### src/rtl/core/vcl_pkg.sv
// Shared constants, register codes and types for the velocity command limiter.
// Used by velocity_command_limiter_unit and vcl_div_lane; depends on nothing else.
package vcl_pkg;

	localparam int FRAC_BITS   = 12;
	localparam int FIELD_W     = 16;
	localparam int LIMIT_W     = 15;
	localparam int MAG_W       = FIELD_W + 1;
	localparam int SUM_W       = 2 * FIELD_W;
	localparam int ROOT_W      = FIELD_W;
	localparam int SQ_REM_W    = ROOT_W + 3;
	localparam int RATIO_W     = FRAC_BITS + 1;
	localparam int RATIO_STEPS = RATIO_W;
	localparam int FRONT_STAGES = (RATIO_STEPS > ROOT_W) ? RATIO_STEPS : ROOT_W;
	localparam int PROD_W      = MAG_W + LIMIT_W;
	localparam int QUO_W       = FIELD_W;
	localparam int FPROD_W     = MAG_W + RATIO_W;
	localparam int CFG_IDX_W   = 1;

	localparam logic [LIMIT_W-1:0] LIN_LIMIT_RESET = LIMIT_W'(1638);
	localparam logic [LIMIT_W-1:0] YAW_LIMIT_RESET = LIMIT_W'(2048);
	localparam logic [RATIO_W-1:0] RATIO_HALF       = RATIO_W'(1 << (FRAC_BITS - 1));
	localparam logic [RATIO_W-1:0] RATIO_THREE_HALF = RATIO_W'(3 << (FRAC_BITS - 1));

	typedef enum logic [CFG_IDX_W-1:0] {
		REG_LIN_LIMIT = 1'b0,
		REG_YAW_LIMIT = 1'b1
	} cfg_reg_t;

	// Per-item data that rides alongside the arithmetic.
	typedef struct packed {
		logic               sx;
		logic               sy;
		logic [MAG_W-1:0]   ax;
		logic [MAG_W-1:0]   ay;
		logic [FIELD_W-1:0] w_out;
	} side_t;

endpackage

### src/rtl/core/vcl_div_lane.sv
// Pipelined restoring divider lane, one quotient bit per register stage.
// Depends on vcl_pkg for widths.
module vcl_div_lane (
	input  logic                        clk,
	input  logic                        en,
	input  logic [vcl_pkg::PROD_W-1:0]  dividend,
	input  logic [vcl_pkg::ROOT_W-1:0]  divisor,
	output logic [vcl_pkg::QUO_W-1:0]   quotient
);

	localparam int N  = vcl_pkg::QUO_W;
	localparam int DW = vcl_pkg::ROOT_W;

	// The quotient is known to fit N bits whenever it is used, so the
	// partial remainder starts from the dividend bits above the low N.
	logic [DW-1:0] rem_s [0:N-1];
	logic [N-1:0]  low_s [0:N-1];
	logic [DW-1:0] div_s [0:N-1];
	logic [N-1:0]  q_s   [0:N-1];

	genvar j;
	generate
		for (j = 0; j < N; j++) begin : g_step
			logic [DW-1:0] p_rem;
			logic [N-1:0]  p_low;
			logic [DW-1:0] p_div;
			logic [N-1:0]  p_q;
			logic [DW:0]   r;
			logic          ge;
			if (j == 0) begin : g_first
				assign p_rem = DW'(dividend >> N);
				assign p_low = dividend[N-1:0];
				assign p_div = divisor;
				assign p_q   = '0;
			end else begin : g_rest
				assign p_rem = rem_s[j-1];
				assign p_low = low_s[j-1];
				assign p_div = div_s[j-1];
				assign p_q   = q_s[j-1];
			end
			assign r  = {p_rem, p_low[N-1]};
			assign ge = (r >= {1'b0, p_div});
			always_ff @(posedge clk) begin
				if (en) begin
					rem_s[j] <= ge ? DW'(r - {1'b0, p_div}) : DW'(r);
					low_s[j] <= p_low << 1;
					div_s[j] <= p_div;
					q_s[j]   <= {p_q[N-2:0], ge};
				end
			end
		end
	endgenerate

	assign quotient = q_s[N-1];

endmodule

### config.mk
export PLATFORM = sky130hd
export DESIGN_NAME = vcl_div_lane
export DESIGN_NICKNAME = d
export VERILOG_FILES = /design/src/rtl/core/vcl_pkg.sv /design/src/rtl/core/vcl_div_lane.sv
export SDC_FILE = /design/constraint.sdc
export NUM_CORES = 1
export LEC_CHECK = 0
export ABC_AREA = 1
export BUFFER_PORTS_ARGS = -buffer_cell sky130_fd_sc_hd__buf_2
export CORE_ASPECT_RATIO = 1.25
export CORE_MARGIN = 4
export CORE_UTILIZATION = 58
export DETAILED_ROUTE_END_ITERATION = 10
export PLACE_DENSITY = 0.86
export SLEW_MARGIN = 20
export SYNTH_ARGS = -nofsm -noshare
export SYNTH_HDL_FRONTEND = slang
export SYNTH_SLANG_ARGS = --single-unit
### constraint.sdc
create_clock -name clk -period 1.9 [get_ports clk]
set_clock_uncertainty 0.1 [all_clocks]
set_input_delay 0.19 -clock clk [delete_from_list [all_inputs] [get_ports clk]]
set_output_delay 0.19 -clock clk [all_outputs]
set_load 0.02 [all_outputs]
==> results of run 1 <==
logic make-up after synthesis:
| kind of cell | Yosys count | synth area share [%] |
|---|---|---|
| xor+xnor | 92 | 1.875 |
| fa+ha+maj | 271 | 8.150 |
| flops | 736 | 51.42 |
| buf+inv | 1017 | 9.387 |
| simple gates | 2667 | 26.86 |
| compound gates | 178 | 2.311 |
metrics by stage:
stage	std cells	hold WS (ps)	utilization (%)
2_1_floorplan	4961	188.9	-
3_3_place_gp	6873	267.0	72.49
3_5_place_dp	6873	268.3	72.49
4_1_cts	7361	4.025	84.84
synth_stat cells:
master    count
xor2_1       71
nand3b_1     29
buf_6        16
nor2_2       22
edfxtp_1    736
o21ai_2       3
o21ai_1       2
buf_2        24
nand4_1      72
and2_1       16
nor4_4        3
nand3_1     393
a21oi_1     134
xnor2_1      21
nand2_1    1812
a21boi_2      5
nor3_2        2
buf_4         8
o21bai_1     10
inv_2         8
nor2_4       13
inv_1       955
ha_1        256
buf_12        2
or2_0         3
or2_1         1
clkbuf_2      4
o21ai_0      10
fa_1         15
o21a_1       13
nor3b_2       1
nand2_4      18
or2_2         6
nand2_2      23
nand3_4       5
and3_1        4
nor2_1      183
a21o_1        1
nand3_2      23
nor3_1       38
routing by layer:
layer  GRT overflow  GRT usage (%)
met1              5          73.48
met2            166          89.44
met4            153          75.86
met5              2          40.25
met3             16          65.01
timing repair:
item | 4_1_cts
endpoints found under the setup margin | 238
resized for setup | 896
gates cloned | 31
setup buffers | 273
hold buffers | 48
pin swaps | 331
hold endpoints to repair | 69
==> flow_metrics.tcl, run 1 <==
set metrics [dict create \
    status "stopped before the end" \
    haltStage "global routing (5_1_grt)" \
    error_line "[ERROR GRT-0232] Routing congestion too high. Check the congestion heatmap in the GUI." \
    ios 66 \
    cts_root_buffer "clkbuf_16" \
    die_w_um 251.5 \
    post-dp-hpwl_um 89730 \
    rows 111 \
    clock_path_buffers 3 \
    worst-ep-kind "register input" \
    synth-seq-cells 736 \
    syn_avg_cell_area_um2 8.665 \
    yosys.area.top_type_share_pct 51.42 \
    die_y_um 312.4 \
    netlist_area_um2 42980 \
    placed_cell_area_um2 53260 \
    pre_cts_slack_ps -387.9 \
    cts_buffers 76 \
    grt_max_degree 84 \
    synth_nets 5282 \
    start_util_pct 58.51 \
    synth_warnings 0 \
    clock_sinks 736 \
    grt_overflow 342 \
    yosysSeqAreaShare_pct 51.42 \
    cts_htree_levels 3 \
    ys_types 40 \
    synth_area_leader_cell "edfxtp_1" \
    gp_congestion 0.9580 \
    grt_usage_pct 75.67 \
    grt-worst-endpoint "rem_s[1][7]$_DFFE_PP_/D" \
    port_buffers 65 \
    synth_area_leaders "edfxtp_1, nand2_1, inv_1" \
    syn_inst 4961 \
]
==> run 2, diff against run 1 <==
CORE_ASPECT_RATIO = unset   (was 1.25)
CORE_UTILIZATION = 40   (was 58)
PLACE_DENSITY = unset   (was 0.86)
PLACE_DENSITY_LB_ADDON = 0.15   (was unset)
clock period = 2.5 ns   (was 1.9 ns; I/O delays follow)
==> run 2 against run 1 <==
Net effect: the flow now finishes without violations; synthesized cell count did not move; synthesized area stayed put.
==> flow_metrics.tcl, run 2 <==
set metrics [dict create \
    status "finished, final reports clean" \
    die_y_um 335.8 \
    post-dp-hpwl_um 89570 \
    syn2layout_area_growth_pct 16.89 \
    path_clk_slew_ps 70 \
    most-common-layout-cells "nand2_1, inv_1, edfxtp_1" \
    maxCapViolations 0 \
    core_area_um2 106000 \
    synth_nets 5282 \
    synth_area_leaders "edfxtp_1, nand2_1, inv_1" \
    synth_area_leader_cell "edfxtp_1" \
    die_w_um 335.8 \
    layout.nets 5645 \
    synth_common_cells "nand2_1, inv_1, edfxtp_1" \
    cts_root_buffer "clkbuf_16" \
    reg_top3 "div_s (240), rem_s (240), q_s (136)" \
    cts_tree "done" \
    yosys.area.top_type_share_pct 51.42 \
    p_per_area_nw_per_um2 1150 \
    fmax_mhz 419.0 \
    hold_slack_ps 210.0 \
    finalCriticalPeriod_ps 2386 \
    port_buffers 65 \
    path_class "reg -> reg" \
    grt_pass1_wl_um 177900 \
    ir_worst_vdd_mv 0.5782 \
    grt_overflow 0 \
    post-synth-top-count-cell "nand2_1" \
    wl_per_cell_um 16.84 \
    yosysSeqAreaShare_pct 51.42 \
    grt_usage_pct 20.34 \
    p_leak_nw 24.90 \
    worst_pin_slew_ps 438.9 \
    cp.required_ps 2800 \
    clock_path_buffers 3 \
    start_kind "flop" \
    hold_viol 0 \
    tns_ps 0 \
    post-route-period-util_pct 95.45 \
    drtIter0Drc 2343 \
    antenna_found_initial 3 \
    gp_congestion 0.9124 \
    routed_wl_um 114300 \
    rows 119 \
    cp-end-kind "flop" \
    netlist_area_um2 42980 \
    firstDrtPassIters 5 \
    grt_max_degree 78 \
    cp.arrival_ps 2690 \
    viasPerCell 4.761 \
    clk_latency_ps 660 \
    ant_nets 0 \
    layout_commonest_cell "nand2_1" \
    cts_htree_levels 3 \
    num_vias 32315 \
    grt_pass1_vias 31289 \
    clock_sinks 736 \
    ios 66 \
    synthArstFlopShare_pct 0 \
    synth_edf_count 736 \
    ys_types 40 \
    synth_ff_type "edfxtp_1" \
    hold_path.class "in -> reg" \
    start_util_pct 40.55 \
    synth-seq-cells 736 \
    syn_inst 4961 \
    synth_warnings 0 \
    antenna_cells 0 \
    drc 0 \
    cts_buffers 87 \
    report.final.slew_viol_count 0 \
    syn_avg_cell_area_um2 8.665 \
    setup_violations 0 \
    crit_fanout 6 \
    relSlewSlack_pct 70.74 \
    dieArea_um2 112800 \
    drive_gt1_share_pct 10.66 \
]
==> run 2: cell counts after synthesis <==
No cell type changed its count.
==> run 2: critical path, stage by stage, from the launching register on <==
cell and delay (ps):
edfxtp_1 500, ha_4 340, nand2_1 50, inv_1 100
nand2_1 70, nor2_2 180, nand2_1 70, nor2_1 90
nor2_1 70, nand2_4 80, clkinvlp_4 170, buf_12 190
nand2_1 50, nand2_1 60
==> run 2: path summary, 6_finish.rpt <==
path	end	slack (ps)	startpoint	cells past startpoint
worst max-delay path	rem_s[0][93]	110	rem_s[0][72]	13
worst min-delay path	low_s[0][5]	210	dividend[5]	2
worst max register to register	rem_s[0][93]	110	rem_s[0][72]	13
worst min register to register	low_s[3][9]	300	low_s[2][8]	0
==> run 2: repair_timing <==
item                                    in CTS  in global routing
pin swaps                                    0                  7
hold buffers                                48                  0
gates resized for setup                      2                 26
buffers inserted                             2                 17
endpoints found under the hold margin       70                  0
endpoints found under the setup margin      17                 99
==> run 2: final cells by class <==
class / instances / area, um^2
multi-input combinational: 3208 / 17080
timing repair buffer: 328 / 2793
clock inverter: 63 / 646.9
inverter: 963 / 3618
clock buffer: 98 / 2261
tap: 1391 / 1740
fill: 10299 / 55770
sequential: 736 / 22100
==> run 2: kinds of logic (layout without fill, tap and decap cells) <==
| kind of cell | Yosys count | count (layout) | share of synthesized area [%] |
|---|---|---|---|
| flops | 736 | 736 | 51.42 |
| fa+ha+maj | 271 | 271 | 8.150 |
| compound gates | 178 | 178 | 2.311 |
| simple gates | 2667 | 2667 | 26.86 |
| buf+inv | 1017 | 1452 | 9.387 |
| xor+xnor | 92 | 92 | 1.875 |
==> run 2: metrics by stage <==
| step | cells | util [%] | area, um^2 | worst slack, ps | power, mW |
|---|---|---|---|---|---|
| floorplan | 4961 | - | 42990 | 478.4 | 35.98 |
| global placement | 6559 | 43.80 | 46440 | -56.24 | 44.35 |
| detailed placement | 6559 | 43.80 | 46440 | -80.75 | 44.40 |
| CTS | 6770 | 47.03 | 49860 | 28.28 | 57.69 |
| global route | 6787 | 47.40 | 50240 | -3.445 | 62.46 |
| finish | 6787 | 47.40 | 50240 | 113.6 | 57.78 |
==> run 2: metal layers <==
metal	up-vias	wire, um	global-route usage, %
li1	16625	-	-
met4	0	3496	6.234
met5	-	0	0
met2	670	52270	33.27
met1	14850	53410	28.09
met3	170	5136	3.020
==> run 2: power by group <==
group	internal (mW)	leakage (nW)	switching (mW)	total, mW
logic	9.50	16.3	16.3	25.8
registers	17.3	7.22	1.87	19.2
clock network	7.52	1.41	5.31	12.8
Note: power is estimated with default switching activity, not from simulation.
